### src/hw/rtl/bric_pkg.sv
// Shared types, constants and width helpers for the box region IoU classifier.
`timescale 1ns / 1ps

package bric_pkg;

    // Default number of coordinate bits taken from each box edge.
    localparam int DEF_COORD_BITS = 12;

    // Configuration register file.
    localparam int CFG_W       = 13;
    localparam int CFG_ADDR_W  = 3;
    localparam int APB_DATA_W  = 32;
    localparam logic [CFG_W-1:0] WIDTH_RESET  = 13'd640;
    localparam logic [CFG_W-1:0] HEIGHT_RESET = 13'd480;

    // Register index, taken from the word address bit of paddr.
    localparam logic CFG_IDX_WIDTH  = 1'b0;
    localparam logic CFG_IDX_HEIGHT = 1'b1;

    // Result field widths.
    localparam int OVERLAP_W = 29;
    localparam int UNION_W   = 30;

    localparam int NUM_REGIONS = 5;

    typedef enum logic [2:0] {
        REGION_LT     = 3'd0,
        REGION_RT     = 3'd1,
        REGION_LB     = 3'd2,
        REGION_RB     = 3'd3,
        REGION_CENTER = 3'd4,
        REGION_NONE   = 3'd5
    } region_t;

    // Width of a coordinate in quarter pixels: it must hold both a box edge
    // (coord_bits + 2 bits) and four times the largest image size.
    function automatic int quarter_w(int coord_bits);
        int box_w;
        int img_w;
        box_w = coord_bits + 2;
        img_w = CFG_W + 2;
        return (box_w > img_w) ? box_w : img_w;
    endfunction

endpackage

### src/hw/rtl/bric_select.sv
// Third and fourth pipeline stages: two-level selection of the largest intersection.
`timescale 1ns / 1ps

module bric_select
#(
    parameter int AW = 2 * (bric_pkg::quarter_w(bric_pkg::DEF_COORD_BITS) + 1)
)
(
    input  logic                                   clk,
    input  logic                                   rst_n,
    input  logic                                   in_valid,
    output logic                                   in_ready,
    input  logic                                   bad_in,
    input  logic [AW-1:0]                          box_area_in,
    input  logic [AW-1:0]                          reg_area_in,
    input  logic [bric_pkg::NUM_REGIONS-1:0][AW-1:0] inter,
    output logic                                   out_valid,
    input  logic                                   out_ready,
    output logic                                   bad,
    output logic [AW-1:0]                          box_area,
    output logic [AW-1:0]                          reg_area,
    output bric_pkg::region_t                      best_region,
    output logic [AW-1:0]                          best_inter
);
    import bric_pkg::*;

    // Every region has the same area and the box area is common to all of
    // them, so the union falls as the intersection grows: the highest IoU
    // belongs to the largest intersection. Ties keep the earlier region.

    logic        ready_a, ready_b;
    logic        valid_a_reg, valid_b_reg;

    // Stage A: winners of the top pair and of the bottom pair.
    logic        bad_a_reg;
    logic [AW-1:0] box_a_reg, reg_a_reg;
    region_t     top_idx_next, bot_idx_next, top_idx_reg, bot_idx_reg;
    logic [AW-1:0] top_val_next, bot_val_next, top_val_reg, bot_val_reg;
    logic [AW-1:0] ctr_val_reg;

    // Stage B: overall winner.
    logic        bad_b_reg;
    logic [AW-1:0] box_b_reg, reg_b_reg;
    region_t     quad_idx, best_idx_next, best_idx_reg;
    logic [AW-1:0] quad_val, best_val_next, best_val_reg;

    always_comb
    begin
        if (inter[REGION_RT] > inter[REGION_LT])
        begin
            top_idx_next = REGION_RT;
            top_val_next = inter[REGION_RT];
        end
        else
        begin
            top_idx_next = REGION_LT;
            top_val_next = inter[REGION_LT];
        end
        if (inter[REGION_RB] > inter[REGION_LB])
        begin
            bot_idx_next = REGION_RB;
            bot_val_next = inter[REGION_RB];
        end
        else
        begin
            bot_idx_next = REGION_LB;
            bot_val_next = inter[REGION_LB];
        end
    end

    always_comb
    begin
        if (bot_val_reg > top_val_reg)
        begin
            quad_idx = bot_idx_reg;
            quad_val = bot_val_reg;
        end
        else
        begin
            quad_idx = top_idx_reg;
            quad_val = top_val_reg;
        end
        if (ctr_val_reg > quad_val)
        begin
            best_idx_next = REGION_CENTER;
            best_val_next = ctr_val_reg;
        end
        else
        begin
            best_idx_next = quad_idx;
            best_val_next = quad_val;
        end
    end

    assign ready_b  = !valid_b_reg || out_ready;
    assign ready_a  = !valid_a_reg || ready_b;
    assign in_ready = ready_a;

    always_ff @(posedge clk or negedge rst_n)
    begin
        if (!rst_n)
        begin
            valid_a_reg <= 1'b0;
            valid_b_reg <= 1'b0;
        end
        else
        begin
            if (ready_a)
            begin
                valid_a_reg <= in_valid;
            end
            if (ready_b)
            begin
                valid_b_reg <= valid_a_reg;
            end
        end
    end

    always_ff @(posedge clk)
    begin
        if (ready_a && in_valid)
        begin
            bad_a_reg   <= bad_in;
            box_a_reg   <= box_area_in;
            reg_a_reg   <= reg_area_in;
            top_idx_reg <= top_idx_next;
            top_val_reg <= top_val_next;
            bot_idx_reg <= bot_idx_next;
            bot_val_reg <= bot_val_next;
            ctr_val_reg <= inter[REGION_CENTER];
        end
        if (ready_b && valid_a_reg)
        begin
            bad_b_reg    <= bad_a_reg;
            box_b_reg    <= box_a_reg;
            reg_b_reg    <= reg_a_reg;
            best_idx_reg <= best_idx_next;
            best_val_reg <= best_val_next;
        end
    end

    assign out_valid   = valid_b_reg;
    assign bad         = bad_b_reg;
    assign box_area    = box_b_reg;
    assign reg_area    = reg_b_reg;
    assign best_region = best_idx_reg;
    assign best_inter  = best_val_reg;

endmodule

### config.mk
export PLATFORM = sky130hd
export DESIGN_NAME = bric_select
export DESIGN_NICKNAME = d
export VERILOG_FILES = /design/src/hw/rtl/bric_pkg.sv /design/src/hw/rtl/bric_select.sv
export SDC_FILE = /design/constraint.sdc
export NUM_CORES = 1
export LEC_CHECK = 0
export BUFFER_PORTS_ARGS = -buffer_cell sky130_fd_sc_hd__buf_4
export CORE_UTILIZATION = 45
export CTS_CLUSTER_SIZE = 24
export DETAILED_ROUTE_END_ITERATION = 8
export PLACE_DENSITY_LB_ADDON = 0.15
export SETUP_SLACK_MARGIN = 0.3
export SYNTH_ARGS = -nofsm -noshare
export SYNTH_HDL_FRONTEND = slang
export SYNTH_SLANG_ARGS = --single-unit
### constraint.sdc
create_clock -name clk -period 5 [get_ports clk]
set_input_delay 1.25 -clock clk [delete_from_list [all_inputs] [get_ports clk]]
set_output_delay 1.25 -clock clk [all_outputs]
set_load 0.03 [all_outputs]
==> out/metrics.yaml, run 1 <==
global_routing:
  grt_first_pass_wirelength_mm: 42.2
  grt_usage: 0.195
  grt_max_degree: 65
  grt_pass1_vias: 7836
  overflow: 0
  antenna_found_initial: 0
routing:
  dr.pass1.iters: 5
  routed_wl_mm: 29.0
  vias: 8160
  detail-route-antenna-nets: 0
  detail_route.iter0.violations: 499
  wl_per_cell_um: 17.6
  drcViolationCount: 0
  via_per_inst: 4.96
synthesis:
  async_flop_share: 0.00755
  yosys-top-cells-count: "edfxtp_1, inv_1, ha_1"
  yosys.area.top_type: "edfxtp_1"
  yosys_warnings: 0
  synth_cell_types: 41
  synth_seq_cells: 265
  syn_avg_cell_area_um2: 14.5
  ys_seq_area_frac: 0.627
  synth_edf_count: 263
  ys_top_cells_by_area: "edfxtp_1, ha_1, mux2_2, mux2i_1, inv_1"
  synth_top_area_share: 0.623
  synthCells: 874
  syn_nets: 1231
  synth.most_common_cell: "edfxtp_1"
  synth_area_um2: 12700
  ys.flop_type: "edfxtp_1"
cells_and_area:
  areaGrowthSynthToFinish_pct: 34.7
  fin_util: 0.615
  fin_area_um2: 17100
  fin_nets: 1606
  drive_gt1_frac: 0.401
  diodes: 0
timing:
  hold_violations: 0
  relSlewSlack: 0.275
  fin_worst_skew_ns: 0.00835
  setup_viol: 0
  period_minus_slack_ns: 4.54
  period_share: 0.909
  finalSetupTns_ns: 0
  hold_ws_ns: 0.415
  worstMarginPinSlew_ns: 1.08
  fmax_mhz: 220
  drv_slew: 0
  rsz0062_at_grt: "false"
clock_tree:
  cts-root-buf: "clkbuf_16"
  htreeDepth: 1
  clk_latency_ns: 0.53
  clock-sinks: 265
  cts_buffers: 27
  cts.path.max_buffers: 3
  path_clk_slew_ns: 0.06
  cts_tree: "yes"
setup_path:
  endpoint: "best_inter[0]$_DFFE_PP_"
  worstPathMaxFanout: 6
  cp-start-kind: "flop"
  path_class: "reg2reg"
  worst-r2r-setup-slack_ns: 0.46
  cp.arrival_ns: 4.82
  r2r_end: "best_inter[0]$_DFFE_PP_"
  cp.required_ns: 5.28
  reg2regPathDepth: 19
  critPathLaunch: "top_val_reg[21]$_DFFE_PP_"
  end_kind: "flop"
  reg2reg_from: "top_val_reg[21]$_DFFE_PP_"
power_and_ir_drop:
  p_leak_uw: 0.00749
  powerDensity_nw_per_um2: 360
  power_uw: 6140
  ir_worst_vdd_mv: 0.230
place:
  routabilityCongestion: 0.850
  port_buffers: 330
  hpwlAfterDp_mm: 22.2
  postPlaceCellArea_um2: 15700
floorplanning:
  die_area_um2: 28900
  fp.dieW_um: 170
  initial_utilization: 0.457
  die_y_um: 170
  fp-row-count: 61
  core_area_um2: 27800
  boundaryPins: 331
worst_hold_path:
  hold_path.class: "reg2reg"
  hold_depth: 0
outcome:
  status: "finished, final reports clean"
job:
  drv_cap: 0
==> critical path: stages, from the launching register on <==
cell and delay, ns:
edfxtp_1 0.41, inv_1 0.07, ha_1 0.31, a21oi_1 0.14, o21ai_0 0.10, a221o_1 0.34
a211oi_2 0.35, a2bb2oi_4 0.24, buf_12 0.15, clkbuf_16 0.18, mux2i_4 0.25, ha_1 0.29
nand4_1 0.13, nor2_1 0.07, a221o_1 0.30, a211oi_2 0.17, o211ai_1 0.11, o211ai_1 0.19
buf_4 0.19, mux2_2 0.32
==> cells by family after synthesis <==
logic type	after synthesis	synth area share
flops	265	0.627
mux	129	0.108
buf+inv	146	0.0459
fa+ha+maj	128	0.126
compound gates	95	0.0467
simple gates	111	0.0462
==> metal layers <==
layer | GRT usage | up-vias | share of wire
li1 | - | 4007 | -
met1 | 0.257 | 3813 | 0.43
met2 | 0.319 | 289 | 0.47
met3 | 0.0421 | 51 | 0.076
met4 | 0.0631 | 0 | 0.028
met5 | 0 | - | 0
==> cells in the final DEF, fill, tap and decap left out, types with 3 or more instances in the layout <==
| cell | Yosys | routed |
|---|---|---|
| nand2b_1 | 3 | 3 |
| clkbuf_16 | 0 | 31 |
| bufinv_16 | 0 | 3 |
| mux2_2 | 67 | 67 |
| mux2i_2 | 0 | 11 |
| nor2_1 | 13 | 12 |
| nand2_1 | 30 | 30 |
| clkinv_1 | 0 | 6 |
| clkinv_2 | 0 | 5 |
| o21ai_0 | 10 | 9 |
| nand4_1 | 19 | 19 |
| nand3_1 | 19 | 19 |
| ha_4 | 0 | 6 |
| nand3b_1 | 3 | 3 |
| a2111oi_0 | 3 | 3 |
| a21o_1 | 3 | 3 |
| buf_12 | 0 | 5 |
| inv_1 | 133 | 133 |
| buf_4 | 0 | 349 |
| ha_1 | 128 | 122 |
| nor3_1 | 3 | 3 |
| clkbuf_1 | 1 | 4 |
| mux2i_4 | 0 | 13 |
| or4_4 | 1 | 3 |
| and4_1 | 4 | 4 |
| and3_1 | 4 | 4 |
| nor2b_1 | 4 | 4 |
| a21oi_1 | 50 | 48 |
| o211ai_1 | 5 | 5 |
| mux2i_1 | 62 | 38 |
| a221oi_1 | 4 | 4 |
| edfxtp_1 | 263 | 263 |
| a21boi_0 | 3 | 3 |
==> stage by stage <==
step | setup WS [ns] | instances
6_report | 0.456 | 1646
2_1_floorplan | 0.601 | 874
3_5_place_dp | 0.231 | 1579
3_3_place_gp | 0.259 | 1579
4_1_cts | 0.307 | 1627
5_1_grt | 0.268 | 1646
==> timing repair <==
action,4_1_cts,5_1_grt
endpoints found under the setup margin,31,35
pin swaps,0,14
hold buffers,0,0
gates resized for setup,1,55
buffers inserted,0,16
hold endpoints to repair,0,0
gates cloned,0,3
==> how the worst min path moves through the flow <==
| stage | endpoint | from | slack, ns |
|---|---|---|---|
| 2_1_floorplan | bad$_DFFE_PP_ | bad_a_reg$_DFFE_PP_ | 0.40 |
| 3_3_place_gp | reg_area[14]$_DFFE_PP_ | reg_a_reg[14]$_DFFE_PP_ | 0.40 |
| 6_report | box_area[16]$_DFFE_PP_ | box_a_reg[16]$_DFFE_PP_ | 0.42 |
| 5_1_grt | reg_area[13]$_DFFE_PP_ | reg_a_reg[13]$_DFFE_PP_ | 0.42 |
| 4_1_cts | bad$_DFFE_PP_ | bad_a_reg$_DFFE_PP_ | 0.42 |
| 3_5_place_dp | bad$_DFFE_PP_ | bad_a_reg$_DFFE_PP_ | 0.40 |
==> report_power, final <==
| group | leakage [µW] | total (µW) | switching [µW] | internal [µW] |
|---|---|---|---|---|
| logic | 0.00453 | 1410 | 748 | 666 |
| clock network | 0.000413 | 1930 | 795 | 1140 |
| registers | 0.00255 | 2800 | 87.0 | 2710 |
| total | 0.00749 | 6140 | 1630 | 4510 |
==> cell type report <==
class | count | area [µm²]
Inverter | 133 | 499
Clock buffer | 31 | 691
Clock inverter | 17 | 161
Tap cell | 378 | 473
Fill cell | 2241 | 10700
Sequential cell | 265 | 7950
Timing Repair Buffer | 359 | 2830
Multi-Input combinational cell | 463 | 4490
(Power assumes the default switching activity.)
==> run 2, diff against run 1 <==
==> constraint.sdc (replaced) <==
create_clock -name clk -period 5 [get_ports clk]
set_input_delay 0.5 -clock clk [delete_from_list [all_inputs] [get_ports clk]]
set_output_delay 0.5 -clock clk [all_outputs]
set_load 0.03 [all_outputs]
==> out/metrics.yaml, run 2 (synthesis results as in run 1) <==
floorplanning:
  boundaryPins: 331  # unchanged
  core_area_um2: 27800  # unchanged
  fp.dieW_um: 170  # unchanged
  die_area_um2: 28900  # unchanged
  fp-row-count: 61  # unchanged
  initial_utilization: 0.457  # unchanged
  die_y_um: 170  # unchanged
place:
  pre_cts_slack_ns: 0.162  # -0.0692 ns
  routabilityCongestion: 0.857  # +0.75%
  dp.cells: 1577  # -0.13%
  hpwlAfterDp_mm: 22.0  # -0.91%
  port_buffers: 330  # unchanged
cells_and_area:
  diodes: 0  # unchanged
  drive_gt1_frac: 0.375  # -0.0252
  fin_nets: 1595  # -0.68%
  most-common-layout-cells: "buf_4, edfxtp_1, inv_1, ha_1, mux2_2"
  final_common_cell: "buf_4"
  fin_cells: 1638  # -0.49%
  areaGrowthSynthToFinish_pct: 32.2
setup_path:
  reg2regPathDepth: 16  # -3
  end_kind: "flop"
  cp-start-kind: "flop"
  crit_chain: "ha_1 -> nand4_1 -> or4_4 -> nor2_4 -> nor2_1 -> a2bb2oi_4 -> clkbuf_16 -> mux2i_1 -> ha_1 -> nand4_1 -> or2_2 -> nor3_1 -> nand3_1 -> o211ai_1 -> buf_4 -> mux2_2"
  worst-r2r-setup-slack_ns: 0.42  # -0.04 ns
  max_stage_delay_ns: 0.61  # +0.20 ns
  critPathLaunch: "bot_val_reg[30]$_DFFE_PP_"
  worstPathMaxFanout: 7  # +1
  path_class: "reg2reg"
  slowest_stage: "or4_4"
  reg2reg_from: "bot_val_reg[30]$_DFFE_PP_"
  r2r_end: "best_inter[0]$_DFFE_PP_"
  cp.arrival_ns: 4.86  # +0.04 ns
  cp.required_ns: 5.28  # about the same
worst_hold_path:
  min_to: "reg_a_reg[10]$_DFFE_PP_"
  hold_depth: 1  # +1
  min_from: "reg_area_in[10]"
  hold_path.class: "in2reg"
timing:
  period_minus_slack_ns: 4.58  # +0.0370 ns
  fin_worst_skew_ns: 0.00810  # -0.000245 ns
  period_share: 0.916  # +0.00741
  worstMarginPinSlew_ns: 1.12  # +0.0378 ns
  fmax_mhz: 218  # -0.81%
  drv_slew: 0  # unchanged
  setup_ws_ns: 0.419  # -0.0370 ns
  relSlewSlack: 0.250  # -0.0253
  setup_viol: 0  # unchanged
  finalSetupTns_ns: 0  # unchanged
  hold_ws_ns: 0.145  # -0.270 ns
  rsz0062_at_grt: "false"
  hold_violations: 0  # unchanged
routing:
  vias: 8036  # -1.5%
  drcViolationCount: 0  # unchanged
  via_per_inst: 4.91  # -1.0%
  detail_route.iter0.violations: 392  # -21%
  wl_met2_mm: 13.6  # +1.0%
  routed_wl_mm: 28.7  # -0.91%
  dr.pass1.iters: 5  # unchanged
  met3_wirelength_mm: 2.20  # -0.59%
  detail-route-antenna-nets: 0  # unchanged
  topRoutingLayerUsed: "met4"
  wl_met1_mm: 12.3  # -1.3%
  wl_per_cell_um: 17.5  # -0.42%
clock_tree:
  cts_tree: "yes"
  htreeDepth: 1  # unchanged
  clk_latency_ns: 0.53  # about the same
  clock-sinks: 265  # unchanged
  cts.path.max_buffers: 3  # unchanged
  cts_buffers: 28  # +3.7%
  path_clk_slew_ns: 0.06  # about the same
  cts-root-buf: "clkbuf_16"
power_and_ir_drop:
  power_uw: 6100  # -0.65%
  ir_worst_vdd_mv: 0.241  # +4.8%
  powerDensity_nw_per_um2: 364  # +1.3%
  p_leak_uw: 0.00745  # -0.55%
global_routing:
  grt_max_degree: 67  # +3.1%
  antenna_found_initial: 0  # unchanged
  grt_first_pass_wirelength_mm: 42.0  # -0.46%
  grt_usage: 0.192  # -0.00276
  grt_pass1_vias: 7794  # -0.54%
  overflow: 0  # unchanged
outcome:
  status: "finished, final reports clean"
job:
  drv_cap: 0  # unchanged
-- run 2: cell count changes in the layout (fill, tap and decap cells not counted), moves of 3 or more --
cell,delta
buf_4,-10
clkbuf_1,+3
ha_1,+5
ha_4,-5
mux2i_1,+14
mux2i_2,-4
mux2i_4,-10
-- run 2: layout make-up --
type                            count  area [µm²]
Timing Repair Buffer              347        2700
Tap cell                          378         473
Inverter                          133         499
Fill cell                        2258       11000
Clock buffer                       36         752
Multi-Input combinational cell    463        4260
Sequential cell                   265        7950
Clock inverter                     16         133
-- run 2: power by group --
part	leakage [µW]	switching (µW)	internal, µW
registers	0.00255	77.4	2710
clock network	0.000430	816	1160
logic	0.00447	730	609
total	0.00745	1620	4480
-- run 2: worst max-delay path by stage --
| stage | end | slack [ns] | cells after the start |
|---|---|---|---|
| after detailed placement | best_inter[11]$_DFFE_PP_ | 0.16 | 17 |
| after global routing | best_inter[0]$_DFFE_PP_ | 0.28 | 18 |
| final | best_inter[0]$_DFFE_PP_ | 0.42 | 16 |
| after floorplan | best_inter[10]$_DFFE_PP_ | 0.60 | 18 |
| after CTS | best_inter[11]$_DFFE_PP_ | 0.32 | 17 |
| after global placement | best_inter[6]$_DFFE_PP_ | 0.21 | 17 |
-- run 2: per-layer routing --
metal  track usage  vias to the layer above
li1              -                     3985
met4        0.0513                        0
met5             0                        -
met3        0.0440                       39
met1         0.251                     3736
met2         0.320                      276
-- run 2: per-stage QoR --
| stage | util | area (µm²) |
|---|---|---|
| finish | 0.603 | 16800 |
| global route | 0.603 | 16800 |
| CTS | 0.597 | 16600 |
| detailed placement | 0.564 | 15700 |
| global placement | 0.564 | 15700 |
| floorplan | - | 12700 |
-- run 2: timing repair --
item                                    4_1_cts  5_1_grt
hold buffers                                  1        0
endpoints found under the hold margin         2        0
cloned                                        0        4
pin swaps                                     0        7
buffers inserted                              0        4
resized for setup                             4       12
endpoints found under the setup margin       35       35
-- run 2: critical path, delay by kind of cell, from the launching register on --
kind	cells	cell delay, ns
compound gates	2	0.39
fa+ha+maj	2	0.56
buf+inv	2	0.44
flops	1	0.39
mux	2	0.74
simple gates	8	1.79
==> run 3, diff against run 2 <==
- REMOVE_ABC_BUFFERS: not set -> 1
==> out/metrics.yaml, run 3 (synthesis results as in run 1) <==
outcome:
  status: "finished, final reports clean"
place:
  dp.cells: 1583  # +0.38%
  postPlaceCellArea_um2: 15700  # +0.29%
  hpwlAfterDp_mm: 23.3  # +5.7%
  port_buffers: 330  # unchanged
  routabilityCongestion: 0.850  # -0.81%
clock_tree:
  cts_tree: "yes"
  cts_buffers: 29  # +3.6%
  path_clk_slew_ns: 0.06  # about the same
  htreeDepth: 1  # unchanged
  clock-sinks: 265  # unchanged
  clk_latency_ns: 0.54  # about the same
  cts-root-buf: "clkbuf_16"
  cts.path.max_buffers: 3  # unchanged
setup_path:
  reg2reg_from: "top_val_reg[30]$_DFFE_PP_"
  end_kind: "flop"
  cp.arrival_ns: 4.78  # -0.08 ns
  max_stage_delay_ns: 0.36  # -0.25 ns
  crit_chain: "inv_1 -> ha_1 -> nand4_1 -> nor2_1 -> a221o_1 -> a211oi_2 -> buf_4 -> a2bb2oi_4 -> buf_6 -> clkbuf_16 -> mux2i_4 -> ha_1 -> nand4_1 -> nor2_1 -> a221o_1 -> a211oi_2 -> o211ai_1 -> o211ai_1 -> buf_4 -> mux2_2"
  cp-start-kind: "flop"
  slowest_stage: "edfxtp_1"
  path_class: "reg2reg"
  critPathLaunch: "top_val_reg[30]$_DFFE_PP_"
  worstPathMaxFanout: 6  # -1
  cp.required_ns: 5.29  # about the same
floorplanning:
  die_y_um: 170  # unchanged
  fp.dieW_um: 170  # unchanged
  core_area_um2: 27800  # unchanged
  initial_utilization: 0.457  # unchanged
  die_area_um2: 28900  # unchanged
  fp-row-count: 61  # unchanged
  boundaryPins: 331  # unchanged
power_and_ir_drop:
  p_comb_frac: 0.230  # +0.011
  powerDensity_nw_per_um2: 362  # -0.46%
  internal-power_uw: 4490  # +0.13%
  p_leak_uw: 0.00751  # +0.84%
  p_sw_uw: 1680  # +3.4%
  swShare: 0.272  # +0.00635
  power_frac_clock: 0.319  # -0.005
  power_uw: 6170  # +1.0%
  ir_worst_vdd_mv: 0.235  # -2.7%
  pwr-share-seq: 0.452  # -0.004
global_routing:
  grt_max_degree: 62  # -7.5%
  grt_first_pass_wirelength_mm: 44.7  # +6.4%
  grt_usage: 0.205  # +0.0131
  antenna_found_initial: 1  # +1
  overflow: 0  # unchanged
  grt_pass1_vias: 8302  # +6.5%
cells_and_area:
  areaGrowthSynthToFinish_pct: 34.1
  most-common-layout-cells: "buf_4, edfxtp_1, inv_1, ha_1, mux2_2"
  fin_cells: 1655  # +1.0%
  fin_nets: 1610  # +0.94%
  fin_area_um2: 17000  # +1.5%
  final_common_cell: "buf_4"
  drive_gt1_frac: 0.398  # +0.0227
worst_hold_path:
  hold_path.class: "in2reg"
  min_from: "inter[155]"
timing:
  drv_slew: 0  # unchanged
  rsz0062_at_grt: "false"
  fin_worst_skew_ns: 0.0130  # +0.00485 ns
  hold_violations: 0  # unchanged
  setup_viol: 0  # unchanged
  period_share: 0.900  # -0.0166
  hold_ws_ns: 0.137  # -0.00807 ns
  period_minus_slack_ns: 4.50  # -0.0830 ns
  worstMarginPinSlew_ns: 0.936  # -0.186 ns
  fmax_mhz: 222  # +1.8%
  relSlewSlack: 0.374  # +0.125
routing:
  vias: 8265  # +2.8%
  wl_per_cell_um: 18.4  # +4.7%
  via_per_inst: 4.99  # +1.8%
  detail_route.iter0.violations: 435  # +11%
  drcViolationCount: 0  # unchanged
  detail-route-antenna-nets: 0  # unchanged
  routed_wl_mm: 30.4  # +5.8%
  dr.pass1.iters: 7  # +2
job:
  drv_cap: 0  # unchanged
-- run 3: changes by cell type in the layout (fill, tap and decap cells not counted), moves of 3 or more --
cell | before | now
mux2i_4 | 3 | 6
buf_4 | 339 | 349
mux2i_1 | 52 | 47
a21oi_2 | 0 | 3
buf_6 | 0 | 3
a21oi_1 | 48 | 45
clkinvlp_4 | 2 | 6
-- run 3: per-layer routing --
metal	wire length (µm)	track usage	part of all wire	vias up
met1	12400	0.246	0.41	3934
met4	469	0.0470	0.015	0
met2	14800	0.358	0.49	281
li1	-	-	-	4016
met3	2800	0.0649	0.092	34
met5	0	0	0	-
-- run 3: per-stage QoR --
step | TNS (ns) | setup WS (ns) | util
floorplan | -78.19 | -1.56 | -
global placement | 0 | 0.317 | 0.566
detailed placement | 0 | 0.203 | 0.566
CTS | 0 | 0.307 | 0.600
global route | 0 | 0.291 | 0.612
finish | 0 | 0.502 | 0.612
-- run 3: layout make-up --
type	count	area, µm²
Sequential cell	265	7950
Tap cell	378	473
Clock inverter	20	141
Multi-Input combinational cell	463	4370
Fill cell	2251	10800
Inverter	133	499
Antenna cell	1	2.50
Clock buffer	34	744
Timing Repair Buffer	361	2830
-- run 3: worst max-delay path, delay by kind of cell, from the launching register on --
family / cells / cell delay (ns)
simple gates: 4 / 0.50
compound gates: 7 / 1.52
fa+ha+maj: 2 / 0.59
mux: 2 / 0.57
flops: 1 / 0.36
buf+inv: 5 / 0.71
-- run 3: what timing repair did --
| action | in CTS | in global routing |
|---|---|---|
| endpoints found under the hold margin | 2 | 0 |
| hold buffers | 1 | 0 |
| endpoints found under the setup margin | 35 | 35 |
| setup buffers | 3 | 9 |
| gates cloned | 1 | 3 |
| pin swaps | 2 | 11 |
| gates resized for setup | 4 | 43 |
-- run 3: power by group through the flow --
stage / Clock (µW) / Sequential (µW) / Combinational [µW]
floorplan: 0 / 3010 / 601
global placement: 0 / 2820 / 1270
detailed placement: 0 / 2830 / 1290
CTS: 2010 / 2780 / 1320
global route: 2100 / 2800 / 1530
finish: 1960 / 2790 / 1420
-- run 3: worst paths after layout --
kind                            cells past startpoint                         to  slack [ns]
worst max-delay path                               20    best_inter[0]$_DFFE_PP_        0.50
worst min-delay path                                1  ctr_val_reg[27]$_DFFE_PP_        0.14
worst max register to register                     20    best_inter[0]$_DFFE_PP_        0.50
worst min register to register                      0      reg_area[5]$_DFFE_PP_        0.41
max in group asynchronous                           2      out_valid$_DFFE_PN0P_        4.62
min in group asynchronous                           2    valid_a_reg$_DFFE_PN0N_        0.29
